$ cat config.mk
export PLATFORM = sky130hd
export DESIGN_NAME = telemetry_frame_deframer_core
export DESIGN_NICKNAME = d
export VERILOG_FILES = /design/src/hw/rtl/tfd_pkg.sv /design/src/hw/rtl/tfd_front.sv /design/src/hw/rtl/tfd_queue.sv /design/src/hw/rtl/tfd_back.sv /design/src/hw/rtl/telemetry_frame_deframer_core.sv
export SDC_FILE = /design/constraint.sdc
export NUM_CORES = 1
export LEC_CHECK = 0
export BUFFER_PORTS_ARGS = -buffer_cell sky130_fd_sc_hd__buf_2
export CAP_MARGIN = 40
export CORE_ASPECT_RATIO = 0.5
export CORE_UTILIZATION = 62
export CTS_CLUSTER_DIAMETER = 60
export DETAILED_ROUTE_END_ITERATION = 7
export PLACE_DENSITY = 0.84
export SLEW_MARGIN = 20
export SYNTH_ARGS = -nofsm -noshare
export SYNTH_HDL_FRONTEND = slang
export SYNTH_SLANG_ARGS = --single-unit
$ cat constraint.sdc
create_clock -name clk_i -period 5.98 [get_ports clk_i]
set_input_delay 0.299 -clock clk_i [delete_from_list [all_inputs] [get_ports clk_i]]
set_output_delay 0.299 -clock clk_i [all_outputs]
set_load 0.05 [all_outputs]
$ cat src/hw/rtl/tfd_pkg.sv
package tfd_pkg;

  localparam int unsigned FRAME_BYTES = 16;
  localparam int unsigned IDX_W       = $clog2(FRAME_BYTES);
  localparam int unsigned CNT_W       = $clog2(FRAME_BYTES + 1);

  localparam int unsigned DESC_BYTES  = 9;
  localparam int unsigned DIDX_W      = $clog2(DESC_BYTES);

  localparam int unsigned QDEPTH      = 2;
  localparam int unsigned QPTR_W      = $clog2(QDEPTH);
  localparam int unsigned QCNT_W      = $clog2(QDEPTH + 1);

  localparam logic [7:0] FLAG_BYTE     = 8'h7e;
  localparam logic [7:0] ESC_BYTE      = 8'h7d;
  localparam logic [7:0] ESC_MASK      = 8'h20;
  localparam logic [7:0] TYPE_LINK     = 8'hfe;
  localparam logic [7:0] TYPE_USER     = 8'hfd;
  localparam logic [7:0] TYPE_ALARM_HI = 8'hfc;
  localparam logic [7:0] TYPE_ALARM_LO = 8'hf9;
  localparam logic [2:0] USER_CNT_MASK = 3'h7;
  localparam logic [1:0] URG_MASK      = 2'h3;

  localparam logic [2:0] LINK_RESULTS  = 3'd4;
  localparam logic [2:0] ONE_RESULT    = 3'd1;
  localparam logic [1:0] LAST_CHAN     = 2'd3;
  localparam logic [3:0] USER_OFFSET   = 4'd2;

  typedef enum logic [3:0] {
    PH_IDLE  = 4'b0001,
    PH_START = 4'b0010,
    PH_FRAME = 4'b0100,
    PH_ESC   = 4'b1000
  } phase_e;

  typedef enum logic [1:0] {
    KIND_LINK  = 2'd0,
    KIND_ALARM = 2'd1,
    KIND_USER  = 2'd2,
    KIND_OTHER = 2'd3
  } kind_e;

  typedef struct packed {
    kind_e                           kind;
    logic [1:0]                      slot;
    logic [DESC_BYTES-1:0][7:0]      data;
  } desc_t;

  typedef struct packed {
    kind_e      kind;
    logic [1:0] slot;
    logic [7:0] value;
    logic [7:0] min_value;
    logic [7:0] max_value;
    logic       above;
    logic [1:0] urgency;
    logic       last;
  } result_t;

endpackage

$ cat src/hw/rtl/tfd_front.sv
module tfd_front (
  input  logic            clk_i,
  input  logic            rst_ni,
  input  logic            take_i,
  input  logic [7:0]      rx_byte_i,
  input  logic            line_error_i,
  output logic            push_o,
  output tfd_pkg::desc_t  desc_o
);
  import tfd_pkg::*;

  phase_e             phase_q, phase_d;
  logic [CNT_W-1:0]   count_q, count_d;
  logic [7:0]         store_q [FRAME_BYTES];
  logic               store_en;
  logic [7:0]         store_byte;
  logic [7:0]         ftype;

  always_comb begin
    phase_d    = phase_q;
    count_d    = count_q;
    store_en   = 1'b0;
    store_byte = rx_byte_i;
    push_o     = 1'b0;
    if (take_i && !line_error_i) begin
      unique case (phase_q)
        PH_IDLE: begin
          if (rx_byte_i == FLAG_BYTE) begin
            count_d = '0;
            phase_d = PH_START;
          end
        end
        PH_START: begin
          if (rx_byte_i == ESC_BYTE) begin
            phase_d = PH_ESC;
          end else if (rx_byte_i != FLAG_BYTE) begin
            store_en = 1'b1;
            phase_d  = PH_FRAME;
          end
        end
        PH_ESC: begin
          store_en   = 1'b1;
          store_byte = rx_byte_i ^ ESC_MASK;
          phase_d    = PH_FRAME;
        end
        PH_FRAME: begin
          if (rx_byte_i == ESC_BYTE) begin
            phase_d = PH_ESC;
          end else if (rx_byte_i == FLAG_BYTE) begin
            phase_d = PH_IDLE;
            push_o  = 1'b1;
          end else begin
            store_en = 1'b1;
          end
        end
        default: phase_d = PH_IDLE;
      endcase
    end
    if (store_en && (count_q < CNT_W'(FRAME_BYTES))) begin
      count_d = count_q + CNT_W'(1);
    end
  end

  always_ff @(posedge clk_i or negedge rst_ni) begin
    if (!rst_ni) begin
      phase_q <= PH_IDLE;
      count_q <= '0;
    end else begin
      phase_q <= phase_d;
      count_q <= count_d;
    end
  end

  always_ff @(posedge clk_i or negedge rst_ni) begin
    if (!rst_ni) begin
      for (int k = 0; k < FRAME_BYTES; k++) begin
        store_q[k] <= '0;
      end
    end else if (store_en && (count_q < CNT_W'(FRAME_BYTES))) begin
      store_q[count_q[IDX_W-1:0]] <= store_byte;
    end
  end

  assign ftype = store_q[0];

  always_comb begin
    desc_o.slot = 2'd0;
    if (ftype == TYPE_LINK) begin
      desc_o.kind = KIND_LINK;
    end else if ((ftype >= TYPE_ALARM_LO) && (ftype <= TYPE_ALARM_HI)) begin
      desc_o.kind = KIND_ALARM;
      desc_o.slot = ftype[1:0] - TYPE_ALARM_LO[1:0];
    end else if (ftype == TYPE_USER) begin
      desc_o.kind = KIND_USER;
    end else begin
      desc_o.kind = KIND_OTHER;
    end
    for (int k = 0; k < DESC_BYTES; k++) begin
      desc_o.data[k] = store_q[IDX_W'(k + 1)];
    end
  end

endmodule

$ cat src/hw/rtl/tfd_queue.sv
module tfd_queue (
  input  logic            clk_i,
  input  logic            rst_ni,
  input  logic            push_i,
  input  tfd_pkg::desc_t  din_i,
  output logic            full_o,
  output logic            valid_o,
  output tfd_pkg::desc_t  dout_o,
  input  logic            pop_i
);
  import tfd_pkg::*;

  desc_t              mem_q [QDEPTH];
  logic [QPTR_W-1:0]  wr_q, rd_q;
  logic [QCNT_W-1:0]  cnt_q;
  logic               do_push, do_pop;

  assign full_o  = (cnt_q == QCNT_W'(QDEPTH));
  assign valid_o = (cnt_q != '0);
  assign dout_o  = mem_q[rd_q];
  assign do_push = push_i && !full_o;
  assign do_pop  = pop_i && valid_o;

  always_ff @(posedge clk_i or negedge rst_ni) begin
    if (!rst_ni) begin
      wr_q  <= '0;
      rd_q  <= '0;
      cnt_q <= '0;
    end else begin
      if (do_push) begin
        wr_q <= wr_q + QPTR_W'(1);
      end
      if (do_pop) begin
        rd_q <= rd_q + QPTR_W'(1);
      end
      if (do_push && !do_pop) begin
        cnt_q <= cnt_q + QCNT_W'(1);
      end else if (do_pop && !do_push) begin
        cnt_q <= cnt_q - QCNT_W'(1);
      end
    end
  end

  always_ff @(posedge clk_i) begin
    if (do_push) begin
      mem_q[wr_q] <= din_i;
    end
  end

endmodule

$ cat src/hw/rtl/tfd_back.sv
module tfd_back (
  input  logic              clk_i,
  input  logic              rst_ni,
  input  logic              q_valid_i,
  input  tfd_pkg::desc_t    q_data_i,
  output logic              q_pop_o,
  output logic              out_valid_o,
  input  logic              out_stall_i,
  output tfd_pkg::result_t  res_o
);
  import tfd_pkg::*;

  logic [2:0]  step_q;
  logic [2:0]  total;
  logic [1:0]  chan;
  logic [7:0]  link_v;
  logic [7:0]  min_q [4];
  logic [7:0]  max_q [4];
  logic [7:0]  new_min, new_max;
  logic        out_free, emit, fin;
  logic        out_valid_q;
  result_t     res_q, res_d;

  assign chan   = step_q[1:0];
  assign link_v = (chan == LAST_CHAN) ? {1'b0, q_data_i.data[chan][7:1]}
                                      : q_data_i.data[chan];
  assign new_min = ((min_q[chan] == '0) || (min_q[chan] > link_v)) ? link_v : min_q[chan];
  assign new_max = ((max_q[chan] == '0) || (max_q[chan] < link_v)) ? link_v : max_q[chan];

  always_comb begin
    res_d      = '0;
    res_d.kind = q_data_i.kind;
    unique case (q_data_i.kind)
      KIND_LINK: begin
        total           = LINK_RESULTS;
        res_d.slot      = chan;
        res_d.value     = link_v;
        res_d.min_value = new_min;
        res_d.max_value = new_max;
      end
      KIND_ALARM: begin
        total         = ONE_RESULT;
        res_d.slot    = q_data_i.slot;
        res_d.value   = q_data_i.data[0];
        res_d.above   = q_data_i.data[1][0];
        res_d.urgency = q_data_i.data[2][1:0] & URG_MASK;
      end
      KIND_USER: begin
        total       = q_data_i.data[0][2:0] & USER_CNT_MASK;
        res_d.value = q_data_i.data[DIDX_W'(step_q) + DIDX_W'(USER_OFFSET)];
      end
      default: begin
        total = ONE_RESULT;
      end
    endcase
    res_d.last = (step_q == total - 3'd1);
  end

  assign out_free = !out_valid_q || !out_stall_i;
  assign emit     = q_valid_i && out_free && (total != '0);
  assign fin      = (total == '0) || (step_q == total - 3'd1);
  assign q_pop_o  = q_valid_i && out_free && fin;

  always_ff @(posedge clk_i or negedge rst_ni) begin
    if (!rst_ni) begin
      step_q      <= '0;
      out_valid_q <= 1'b0;
      for (int k = 0; k < 4; k++) begin
        min_q[k] <= '0;
        max_q[k] <= '0;
      end
    end else begin
      if (out_free) begin
        out_valid_q <= emit;
      end
      if (q_pop_o) begin
        step_q <= '0;
      end else if (emit) begin
        step_q <= step_q + 3'd1;
      end
      if (emit && (q_data_i.kind == KIND_LINK)) begin
        min_q[chan] <= new_min;
        max_q[chan] <= new_max;
      end
    end
  end

  always_ff @(posedge clk_i) begin
    if (emit) begin
      res_q <= res_d;
    end
  end

  assign out_valid_o = out_valid_q;
  assign res_o       = res_q;

`ifndef SYNTHESIS
  a_pop_needs_entry: assert property (@(posedge clk_i) disable iff (!rst_ni)
    q_pop_o |-> q_valid_i)
    else $error("pop from empty frame queue");
  a_step_idle_zero: assert property (@(posedge clk_i) disable iff (!rst_ni)
    !q_valid_i |-> (step_q == '0))
    else $error("step counter not cleared between frames");
  a_last_pops: assert property (@(posedge clk_i) disable iff (!rst_ni)
    (emit && res_d.last) |-> q_pop_o)
    else $error("final result emitted without releasing frame");
  a_link_bounds: assert property (@(posedge clk_i) disable iff (!rst_ni)
    (out_valid_q && (res_q.kind == KIND_LINK)) |->
      ((res_q.min_value <= res_q.value) && (res_q.value <= res_q.max_value)))
    else $error("link channel value outside min/max");
`endif

endmodule

$ cat src/hw/rtl/telemetry_frame_deframer_core.sv
// Telemetry frame deframer.
// Input channel: in_valid_i / in_stall_o with rx_byte_i and line_error_i.
// Bytes with line_error_i set are consumed and ignored. Frames open and
// close with 0x7E; 0x7D escapes the next byte (XOR 0x20).
// Output channel: out_valid_o / out_stall_i with one result per transaction
// (kind, slot, value, min/max, alarm direction and urgency, last).
// The front takes one byte per cycle unless stalled. A closing flag pushes a
// frame snapshot into a two-entry queue; in_stall_o is high while that queue
// is full. The back emits one result per cycle from the queue head while the
// receiver does not stall: four for a link frame, one for alarm or other
// frames, 0..7 for a user frame. The first result of a frame is offered once
// its snapshot has been queued and its result registered at the output.
// When the receiver stalls, the output register holds its result,
// the back waits, the queue fills, and then input bytes are stalled.
// Reset clears the parse state, the frame store and the channel min/max
// values; no result is pending after reset.
module telemetry_frame_deframer_core (
  input  logic       clk_i,
  input  logic       rst_ni,
  input  logic       in_valid_i,
  output logic       in_stall_o,
  input  logic [7:0] rx_byte_i,
  input  logic       line_error_i,
  output logic       out_valid_o,
  input  logic       out_stall_i,
  output logic [1:0] kind_o,
  output logic [1:0] slot_o,
  output logic [7:0] value_o,
  output logic [7:0] min_value_o,
  output logic [7:0] max_value_o,
  output logic       above_o,
  output logic [1:0] urgency_o,
  output logic       last_o
);
  import tfd_pkg::*;

  logic     take, push, full, q_valid, q_pop;
  desc_t    push_desc, head_desc;
  result_t  res;

  assign in_stall_o = full;
  assign take       = in_valid_i && !full;

  tfd_front u_front (
    .clk_i        (clk_i),
    .rst_ni       (rst_ni),
    .take_i       (take),
    .rx_byte_i    (rx_byte_i),
    .line_error_i (line_error_i),
    .push_o       (push),
    .desc_o       (push_desc)
  );

  tfd_queue u_queue (
    .clk_i   (clk_i),
    .rst_ni  (rst_ni),
    .push_i  (push),
    .din_i   (push_desc),
    .full_o  (full),
    .valid_o (q_valid),
    .dout_o  (head_desc),
    .pop_i   (q_pop)
  );

  tfd_back u_back (
    .clk_i       (clk_i),
    .rst_ni      (rst_ni),
    .q_valid_i   (q_valid),
    .q_data_i    (head_desc),
    .q_pop_o     (q_pop),
    .out_valid_o (out_valid_o),
    .out_stall_i (out_stall_i),
    .res_o       (res)
  );

  assign kind_o      = res.kind;
  assign slot_o      = res.slot;
  assign value_o     = res.value;
  assign min_value_o = res.min_value;
  assign max_value_o = res.max_value;
  assign above_o     = res.above;
  assign urgency_o   = res.urgency;
  assign last_o      = res.last;

endmodule

==> results of run 1 <==
layout make-up:
| cell class | instances | area share [%] |
|---|---|---|
| well taps | 273 | 2.30 |
| multi-input cells | 585 | 32.7 |
| diodes | 1 | 0.0168 |
| clock inverters | 9 | 0.817 |
| flip-flops and latches | 297 | 55.2 |
| inverters | 23 | 0.581 |
| clock buffers | 39 | 5.11 |
| repair buffers | 67 | 3.34 |
registers in the layout (all words and copies together) (netlist names):
name	cells
u_back.res_o	32
u_queue.cnt_q	2
u_front.desc_o	56
u_queue.rd_q	1
u_back.min_q	32
u_queue.wr_q	1
u_front.count_q	5
u_back.step_q	3
u_front.phase_q	4
u_queue.mem_q	120
u_back.max_q	32
u_front.ftype	8
u_back.out_valid_o	1
placed cells by master, fill, tap and decap left out, types with 6 or more instances in the layout:
master / Yosys / final
dfrtp_1: 144 / 141
a31oi_1: 70 / 70
buf_2: 10 / 46
a221oi_1: 7 / 7
inv_1: 23 / 23
mux4_2: 43 / 43
o21ai_0: 20 / 20
a21o_1: 6 / 6
nand2_2: 8 / 8
buf_4: 4 / 12
o31ai_2: 7 / 7
nor2b_1: 8 / 7
clkbuf_8: 0 / 6
clkbuf_1: 30 / 7
mux2i_1: 23 / 23
edfxtp_1: 152 / 152
nor2_1: 85 / 84
and2_1: 8 / 6
clkbuf_16: 0 / 26
nand3_1: 19 / 19
xnor2_1: 6 / 6
a22oi_1: 8 / 8
o21ai_1: 9 / 9
mux2_2: 75 / 75
ha_1: 30 / 30
nand2_1: 50 / 50
a21oi_1: 23 / 23
logic make-up (layout without fill, tap and decap cells):
logic type / after synthesis / after routing
adders and majority gates: 30 / 30
DFF: 297 / 297
AOI/OAI and AO/OA: 181 / 181
and+or+nand+nor: 218 / 218
buffers and inverters: 71 / 138
muxes: 145 / 145
other: 0 / 1
xor gates and xnor gates: 11 / 11
worst max-delay path, stage by stage (launching register included):
cell,delay [ns]
dfrtp_2,0.73
buf_16,0.25
buf_4,0.22
mux4_2,0.54
mux4_2,0.58
inv_1,0.12
ha_1,0.23
nor2b_1,0.13
o21a_1,0.16
o21ai_0,0.26
a211oi_2,0.25
o31ai_1,0.50
a21oi_1,0.15
per-stage QoR:
stage,utilization [%],std cells,area (µm²)
3_3_place_gp,66.3,1236,13800
4_1_cts,71.2,1292,14800
3_5_place_dp,66.9,1242,13900
2_1_floorplan,-,953,13300
6_report,71.3,1294,14900
5_1_grt,71.3,1293,14900
power groups by stage:
stage | logic, µW | clock network (µW) | registers (µW)
after floorplan | 397 | 0 | 2390
after global placement | 455 | 0 | 2450
after detailed placement | 490 | 0 | 2460
after CTS | 502 | 1730 | 2430
after global routing | 547 | 1800 | 2440
final | 502 | 1710 | 2430
layer usage:
layer | share of wire, % | vias to the layer above
li1 | - | 3735
met2 | 49 | 390
met1 | 41 | 4328
met4 | 2.9 | 0
met5 | 0 | -
met3 | 7.1 | 80
worst paths after layout:
path / startpoint / to / slack, ns / cells past startpoint
min reg2reg: u_front.desc_o[31]$_DFFE_PN0P_ / u_queue.mem_q[1][31]$_DFFE_PP_ / 0.47 / 0
max in group asynchronous: rst_ni / u_front.phase_q[0]$_DFFE_PN1P_ / 4.49 / 4
max reg2reg: u_queue.rd_q$_DFFE_PN0P_ / u_back.res_o[19]$_SDFFCE_PP0P_ / 1.55 / 12
min in group asynchronous: rst_ni / u_back.min_q[28]$_DFFE_PN0P_ / 0.32 / 2
max: u_queue.rd_q$_DFFE_PN0P_ / u_back.res_o[19]$_SDFFCE_PP0P_ / 1.55 / 12
min: rx_byte_i[7] / u_front.ftype[7]$_DFFE_PN0P_ / 0.14 / 2
==> results.md, run 1 <==
- Status: completed
- Routing usage on met2: 45.5%
- Layout fillers: 1263
- Max_cap viols: 0
- Hold Slack: 0.138 ns
- CTS Buffer Depth: 3
- Clock period minus worst slack: 4.43 ns
- Simple-gate area share of the yosys netlist: 7.81%
- Final antenna-violating net count: 0
- Worst-path fanout max: 17
- Die Y: 106 µm
- P_sw: approximately 1200 µW
- Share of layout cells above drive strength 1: 25.0%
- Skew-Pair Late Insertion Delay: 0.55 ns
- Slew HR: between 40 and 50%
- Adder-cell share of the synthesized area: 2.82%
- Die area: around 22000 µm²
- Die X: 209 µm
- Initial drt markers: ~970
- DRC errors left: 0
- Hold WC Path Type: primary input to register
- Largest net degree at the start of global routing: 72
- Total track usage: 27.8%
- Clock Skews: around 0.02 ns
- Crit Path Class: register to register
- Drt via density: 6.59
- Final Hold Viols: 0
- Sw Ratio: 25.0%
- Placeable Area: between 20000 and 25000 µm²
- Max Clock Freq: 0.226 GHz
- Initial antenna violation count: 1
- Boundary Pins: 47
- Top cells by area, synth: edfxtp_1, dfrtp_1, mux4_2
- Total Wirelength: 29.8 mm
- Pre-CTS WS: 1.60 ns
- TritonCTS clock tree: built
- Area leader, netlist: edfxtp_1
- Setup TNS: 0 ns
- Slew @ Worst Pin: between 0.8 and 0.9 ns
- Clk sink count: 297
- Yosys warns: 0
- Area grow syn2layout: 11.4%
- Largest family of logic cells by synthesized area: multiplexers
- Register bit total from synthesis: 297
- Register area share after synthesis: 61.5%
- Congestion Overflow GR: 0
- Pleak: 0.00582 µW
- Synth top area share: 34.2%
- Clock transition at path regs: 0.07 ns
- Final setup viols: 0
- Final worst-path cycle share: 74.1%
- Avg Cell Area, Syn: 14.0 µm²
- Logic pwr share: 10.8%
- Hold-fix buffer count after cts: 2
- Syn Inst Count: roughly 950
- Multi-input combinational cell area: 4850 µm²
- Post-synth EDFFs: 152
- Final GP Congestion: 0.946
- GR Util met1: 38.0%
- Net count after synthesis: 996
- Resize count post-CTS: 0
- Pre-antenna DRT Iters: 5
- Count leader, synth: edfxtp_1
- Synth Area in Compound Gates: 9.22%
- Via count: 8533
- Async S/R FF share, synth: 48.8%
- Sequential power share: 52.4%
- First-pass GRT wire length: 46.9 mm
- Final HPWL from detailed placement: 19.6 mm
- Busiest layer in global routing: met2
- Synth cell types: between 60 and 70
- IO buf count: 46
- Pwr dens: 313 nW/µm²
- Post-Syn Area: 13300 µm²
- RSZ-0062 raised after global routing: no
- Fin nets: 1043
- Rows: 37
- Crit path launch type: register
- Max-slew violations: 0
- Post-CTS Setup Repair Bufs: 0
- Power Total: 4640 µW
- Register Area: 8200 µm²
- Mux cell area share after synthesis: 15.7%
- Most frequent cells after synthesis: edfxtp_1, dfrtp_1, nor2_1, mux2_2, a31oi_1
- Crit end category: register
- Routed wire length per instance: 23.0 µm
- Final setup margin: 1.55 ns
- Worst IR Drop VDD: 0.183 mV
- Vias in the first global route: 8533
- H-tree depth: 1
- Internal power: 3480 µW
- Top FF cell, synth: edfxtp_1
- Root Driver: clkbuf_16
- Clock share of power: about 37%
- Grt met3 use: 5.39%
- Crit path required time: roughly 6.2 ns
- Post-Synth XOR/XNOR Area: 0.723%
- CTS Buf Count: 26
- Worst EP arrival: 4.69 ns
- Initial Util: 64.0%
No activity file was read; power rests on OpenSTA's default activity.
==> run 2, diff against run 1 <==
Settings changed: ABC_AREA from default to 1.
Clock period 5.98 ns to 4.5 ns, I/O delays scaled along.
==> run 2 against run 1 <==
Effect of this change: die area grew 0.36%; area after synthesis increased by 0.37%; first-iteration DRC count is 34% higher; critical path depth grew 3; global-route usage is 2.0 points higher; fmax is 19% higher; critical path type unchanged.
==> results.md, run 2 <==
- Async S/R FF share, synth: 48.8% (unchanged)
- Biggest register: u_queue.mem_q
- Hold depth: 4 (+2)
- Die area: 22200 µm² (+0.36%)
- Total Wirelength: 32.8 mm (+10%)
- Area grow syn2layout: 9.82%
- Reg-to-Reg End: u_back.res_o[12]$_SDFFCE_PP0P_
- RSZ-0062 raised after global routing: no
- Synth cell types: 57 (-14%)
- Max reg flops: 120 (unchanged)
- Clock transition at path regs: 0.07 ns (about the same)
- Initial drt markers: 1299 (+34%)
- Count leader, synth: nand2_1
- Net count after synthesis: 1341 (+35%)
- Syn Inst Count: 1298 (+36%)
- CP startpoint: u_queue.rd_q$_DFFE_PN0P_
- Diode count: 0 (-1)
- Multi-input combinational cell area: 4580 µm² (-5.7%)
- Clock period minus worst slack: 3.73 ns (-0.701 ns)
- Total track usage: 29.8% (+2.0 points)
- Logic pwr share: 45.4% (+35 points)
- Max_cap viols: 0 (unchanged)
- Worst EP arrival: 4.00 ns (-0.69 ns)
- Post-Route Utilization: 70.5% (-0.78 points)
- Vias in the first global route: 9545 (+12%)
- Final HPWL from detailed placement: 20.2 mm (+3.2%)
- Commonest non-fill, non-tap cell in the layout: nand2_1
- Rows: 37 (unchanged)
- Root Driver: clkbuf_16
- Most frequent cells after synthesis: nand2_1, edfxtp_1, dfrtp_1, o21ai_0, nor2_1
- Initial antenna violation count: 1 (unchanged)
- Sequential power share: 32.9% (-20 points)
- Routed wire length per instance: 20.1 µm (-13%)
- Top cells by area, synth: edfxtp_1, dfrtp_1, nand2_1
- Pre-antenna DRT Iters: 8 (+3)
- Crit path required time: 4.77 ns (-1.47 ns)
- CTS Buffer Depth: 3 (unchanged)
- Slew HR: 44.1% (+3.9 points)
- P_sw: 4730 µW (+310%)
- Worst IR Drop VDD: 0.411 mV (+120%)
- TritonCTS clock tree: built
- Share of layout cells above drive strength 1: 13.2% (-12 points)
- Final setup viols: 0 (unchanged)
- R2R depth: 15 (+3)
- Final Hold Viols: 0 (unchanged)
- Final GP Congestion: 0.936 (-1.0%)
- First-pass GRT wire length: 51.0 mm (+8.8%)
- Boundary Pins: 47 (unchanged)
- Setup TNS: 0 ns (unchanged)
- Final antenna-violating net count: 0 (unchanged)
- Internal power: 5940 µW (+70%)
- IO buf count: 46 (unchanged)
- Pleak: 0.00640 µW (+10%)
- Final Non-Filler Cells: 1631 (+26%)
- DRC errors left: 0 (unchanged)
- Final setup margin: 0.772 ns (-0.779 ns)
- Fin nets: 1382 (+33%)
- Die Y: 106 µm (+0.18%)
- Slew @ Worst Pin: 0.839 ns (-0.0473 ns)
- Register Area: 8200 µm² (about the same)
- Max-slew violations: 0 (unchanged)
- Post-synth EDFFs: 152 (unchanged)
- Area leader, netlist: edfxtp_1
- R2R Setup Slk: 0.77 ns (-0.78 ns)
- Most frequent cells in the layout: nand2_1, edfxtp_1, dfrtp_1
- Die X: 210 µm (+0.18%)
- Crit path launch type: register
- Pre-CTS WS: 0.844 ns (-0.758 ns)
- Hold Startpoint: rx_byte_i[1]
- Placed instance count: 1582 (+27%)
- Drt via density: 6.18 (-6.2%)
- Status: completed
- Skew-Pair Late Insertion Delay: 0.54 ns (about the same)
- Placeable Area: 20800 µm² (unchanged)
- Avg Cell Area, Syn: 10.3 µm² (-26%)
- Crit Path Class: register to register
- Congestion Overflow GR: 0 (unchanged)
- RR Startpoint: u_queue.rd_q$_DFFE_PN0P_
- Worst-path fanout max: 60 (+43)
- Hold WC Path Type: primary input to register
- Top FF cell, synth: edfxtp_1
- Clock Skews: 0.0109 ns (-0.00951 ns)
- Post-CTS Setup Repair Bufs: 0 (unchanged)
- Synth top area share: 34.1% (-0.12 points)
- Initial Util: 64.2% (+0.23 points)
- Largest net degree at the start of global routing: 62 (-14%)
- Final worst-path cycle share: 82.8% (+8.8 points)
- Hold Slack: 0.0143 ns (-0.123 ns)
- Via count: 10100 (+18%)
- Setup crit end: u_back.res_o[12]$_SDFFCE_PP0P_
- Yosys warns: 0 (unchanged)
- Layout fillers: 1354 (+7.2%)
- Register bit total from synthesis: 297 (unchanged)
- Max Clock Freq: 0.268 GHz (+19%)
- H-tree depth: 1 (unchanged)
- Register area share after synthesis: 61.2% (-0.22 points)
- Clock share of power: 21.7% (-15 points)
- Pwr dens: 726 nW/µm² (+130%)
- Crit end category: register
- Clk sink count: 297 (unchanged)
- Post-Syn Area: 13400 µm² (+0.37%)
- CTS Buf Count: 25 (-3.8%)
- Sw Ratio: 44.4% (+19 points)
==> run 2: cell count changes after synthesis, moves of 18 or more <==
| cell | delta |
|---|---|
| o211ai_1 | +18 |
| mux2_2 | -75 |
| a31oi_1 | -68 |
| nand3_1 | +59 |
| o21ai_0 | +120 |
| nand2_1 | +282 |
| mux4_2 | -43 |
| clkbuf_1 | -20 |
| o21ai_1 | +25 |
| mux2i_1 | -22 |
| inv_1 | +38 |
==> run 2: final cells by class <==
class,count,share of cell area [%]
Clock inverter,16,1.35
Inverter,74,1.94
Timing Repair Buffer,68,2.89
Multi-Input combinational cell,873,31.1
Clock buffer,30,4.59
Sequential cell,297,55.8
Tap cell,273,2.32
==> run 2: cells by family (layout without fill, tap and decap cells) <==
family,count (synthesis),after routing,share of synthesized area [%]
compound gates,270,270,11.8
xor+xnor,6,6,0.393
fa+ha+maj,30,30,2.80
buf+inv,128,188,4.74
flops,297,297,61.2
mux,4,4,0.449
simple gates,563,563,18.6
==> run 2: routing by layer <==
layer / global-route usage [%] / vias up / wire length (µm)
li1: - / 4523 / -
met1: 40.9 / 4888 / 13200
met2: 49.7 / 585 / 15700
met3: 4.41 / 91 / 3040
met4: 9.07 / 0 / 933
met5: 0 / - / 0
==> run 2: through the flow <==
stage,cell area (µm²),total power (µW)
5_1_grt,14700,11200
3_5_place_dp,13800,8230
6_report,14700,10700
4_1_cts,14700,10600
3_3_place_gp,13800,8080
2_1_floorplan,13400,7150
==> run 2: critical path, cell delays in order (launching register included) <==
cell and delay, ns:
dfrtp_2 0.39, buf_4 0.51, nand2_1 0.16, nand3_1 0.20, nand3_1 0.09, o21ai_1 0.22, o21ai_2 0.19, ha_1 0.37
nand2_1 0.06, o21a_1 0.18, o221ai_1 0.14, o21ai_0 0.16, nand2_2 0.28, inv_1 0.13, o21ai_1 0.28, nor2_1 0.08
==> run 2: how the worst min path moves through the flow <==
stage | end | slack (ns)
after global routing | u_front.phase_q[3]$_DFFE_PN0P_ | 0.03
after detailed placement | u_front.phase_q[1]$_DFFE_PN0P_ | 0.25
final | u_front.phase_q[3]$_DFFE_PN0P_ | 0.01
after global placement | u_front.phase_q[1]$_DFFE_PN0P_ | 0.45
after CTS | u_front.phase_q[3]$_DFFE_PN0P_ | 0.004
after floorplan | u_back.max_q[0]$_DFFE_PN0P_ | -0.07
==> run 2: repair_timing <==
item,4_1_cts,5_1_grt
hold buffers,2,0
gates resized for setup,0,0
hold endpoints to repair,59,0
==> run 2: power groups by stage <==
stage          Combinational [µW]  Sequential (µW)  Clock [µW]
2_1_floorplan                3300             3850           0
3_5_place_dp                 4680             3540           0
5_1_grt                      5260             3530        2430
4_1_cts                      4750             3500        2330
6_report                     4840             3510        2320
3_3_place_gp                 4560             3510           0
==> run 3, diff against run 2 <==
Settings changed: ABC_AREA 1 to 0, CORE_UTILIZATION 62 to 56, PLACE_DENSITY 0.84 to 0.8.
Clock period 4.5 ns to 3.1 ns, I/O delays scaled along.
==> run 3 against run 2 <==
Effect of this change: the flow now finishes with violations (DRC, setup timing); combinational power fell by 73%; clock skew rose by 0.0015 ns; die area rose by 10%; critical path depth rose by 2; cell area rose by 16%; register-to-register slack got worse by 1.3 ns; clock power rose by 47%; sequential power rose by 32%; setup slack got worse by 1.3 ns; core utilization rose by 3.4 points.
==> results.md, run 3 (same netlist as run 1, synthesis figures left out) <==
- Slew @ Worst Pin: 0.637 ns (-0.202 ns)
- Failing checks: DRC, setup timing
- Total Wirelength: 37.3 mm (+14%)
- IO buf count: 46 (unchanged)
- Busiest layer in global routing: met2
- CP startpoint: u_queue.rd_q$_DFFE_PN0P_
- Final HPWL from detailed placement: 21.3 mm (+5.4%)
- Pleak: 0.00664 µW (+3.8%)
- Logic pwr share: 13.9% (-31 points)
- Final worst-path cycle share: 117% (+34 points)
- Rows: 39 (+5.4%)
- Grt met3 use: 6.31% (+1.9 points)
- Max Clock Freq: 0.275 GHz (+2.7%)
- Clk sink count: 297 (unchanged)
- Final Hold Viols: 0 (unchanged)
- TritonCTS clock tree: built
- Placeable Area: 23100 µm² (+11%)
- Crit Path Class: register to register
- Largest stage delay, worst path: 0.50 ns (about the same)
- Via count: 9545 (-5.4%)
- DRC errors left: 3 (+3)
- Skew-Pair Late Insertion Delay: 0.56 ns (+0.02 ns)
- Drt via density: 6.56 (+6.0%)
- Clock period minus worst slack: 3.63 ns (-0.0964 ns)
- Final Non-Filler Cells: 1456 (-11%)
- Crit end category: register
- CTS Buffer Depth: 3 (unchanged)
- Area grow syn2layout: 28.1%
- Max-slew violations: 0 (unchanged)
- Initial antenna violation count: 0 (-1)
- Power Total: 9360 µW (-12%)
- Slowest-stage cell, CP: mux4_2
- Biggest register: u_queue.mem_q
- Sequential power share: 49.7% (+17 points)
- Crit path required time: 3.56 ns (-1.21 ns)
- Worst EP arrival: 4.09 ns (+0.09 ns)
- Clock transition at path regs: 0.07 ns (about the same)
- RR Startpoint: u_queue.rd_q$_DFFE_PN0P_
- Initial Util: 57.8% (-6.5 points)
- First-pass GRT wire length: 52.4 mm (+2.6%)
- Congestion Overflow GR: 0 (unchanged)
- Final setup viols: 86 (+86)
- Routing usage on met2: 44.7% (-5.0 points)
- Hold Startpoint: rx_byte_i[7]
- Placed instance count: 1358 (-14%)
- Die Y: 111 µm (+4.9%)
- Final antenna-violating net count: 0 (unchanged)
- Pwr dens: 548 nW/µm² (-24%)
- CP most frequent cell: buf_6
- Pre-CTS WS: -0.579 ns (-1.42 ns)
- GR Util met1: 38.6% (-2.3 points)
- Die X: 220 µm (+5.0%)
- RSZ-0062 raised after global routing: yes
- R2R depth: 17 (+2)
- Routed wire length per instance: 25.6 µm (+27%)
- Pre-antenna DRT Iters: 8 (unchanged)
- Clock share of power: 36.4% (+15 points)
- Slew HR: 57.0% (+13 points)
- R2R Setup Slk: -0.53 ns (-1.30 ns)
- Max reg flops: 120 (unchanged)
- Worst-path fanout max: 7 (-88%)
- Root Driver: clkbuf_16
- Largest net degree at the start of global routing: 86 (+39%)
- H-tree depth: 1 (unchanged)
- Status: finished with violations
- Internal power: 6950 µW (+17%)
- Crit path launch type: register
- Max_cap viols: 0 (unchanged)
- Vias in the first global route: 9353 (-2.0%)
- Clock Skews: 0.0124 ns (+0.00145 ns)
- Hold WC Path Type: primary input to register
- Commonest non-fill, non-tap cell in the layout: edfxtp_1
- Fin nets: 1173 (-15%)
- Setup TNS: -38.00 ns (-38.00 ns)
- Initial drt markers: 1118 (-14%)
- Diode count: 0 (unchanged)
- CTS Buf Count: 26 (+4.0%)
- P_sw: 2410 µW (-49%)
- Critical Path, Cell by Cell: buf_4 > buf_6 > buf_16 > mux4_2 > mux4_2 > inv_2 > ha_4 > a21o_1 > a21o_1 > buf_4 > buf_6 > a21oi_4 > buf_6 > a2bb2oi_4 > nand2_4 > buf_6 > a31oi_1
- Worst IR Drop VDD: 0.418 mV (+1.6%)
- Most frequent cells in the layout: edfxtp_1, dfrtp_1, buf_4
- Share of layout cells above drive strength 1: 42.2% (+29 points)
- Sw Ratio: 25.7% (-19 points)
- Boundary Pins: 47 (unchanged)
- Total track usage: 28.1% (-1.7 points)
- Final GP Congestion: 0.923 (-1.4%)
- Final setup margin: -0.532 ns (-1.30 ns)
- Die area: 24500 µm² (+10%)
- Hold depth: 2 (-2)
==> run 3: final timing paths <==
kind,endpoint
max in group asynchronous,u_front.phase_q[0]$_DFFE_PN1P_
worst min register to register,u_queue.mem_q[1][38]$_DFFE_PP_
worst max register to register,u_back.max_q[23]$_DFFE_PN0P_
worst min-delay path,u_front.desc_o[15]$_DFFE_PN0P_
min in group asynchronous,u_front.desc_o[38]$_DFFE_PN0P_
worst max-delay path,u_back.max_q[23]$_DFFE_PN0P_
==> run 3: layout make-up <==
class	instances	area [µm²]
sequential	297	8200
clock buffer	35	704
inverter	23	86.3
clock inverter	12	186
timing repair buffer	197	1700
multi-input combinational	585	5820
fill	1250	6000
tap	307	384
==> run 3: worst max-delay path: cells and delay by family (launching register included) <==
family,cells,cell delay (ns)
adders and majority gates,1,0.13
and+or+nand+nor,1,0.12
buffers and inverters,8,0.98
muxes,2,0.96
AOI/OAI and AO/OA,5,0.90
DFF,1,0.44
==> run 3: layer usage <==
layer	vias to the layer above	share of wire [%]
met5	-	0
met4	0	4.2
met3	152	8.6
met2	603	48
met1	4794	39
li1	3996	-
==> run 3: power by group through the flow <==
| stage | Clock, µW | Sequential, µW | Combinational, µW |
|---|---|---|---|
| finish | 3400 | 4650 | 1310 |
| global route | 3590 | 4670 | 1390 |
| CTS | 3420 | 4650 | 1200 |
| detailed placement | 0 | 4720 | 1120 |
| global placement | 0 | 4680 | 1060 |
| floorplan | 0 | 4620 | 812 |
==> run 3: per-stage QoR <==
step / util [%] / hold slack, ns / cell area [µm²]
6_report: 74.0 / 0.0209 / 17100
5_1_grt: 74.0 / 0.0316 / 17100
4_1_cts: 70.9 / 0.00723 / 16400
3_5_place_dp: 64.7 / 0.288 / 14900
3_3_place_gp: 64.7 / 0.285 / 14900
2_1_floorplan: - / -0.141 / 13700
==> run 3: repair_timing <==
action	CTS	global route
gates cloned	1	0
endpoints found under the hold margin	85	11
gates resized for setup	57	86
hold buffers	3	1
endpoints found under the setup margin	86	84
pin swaps	34	41
buffers inserted	29	19
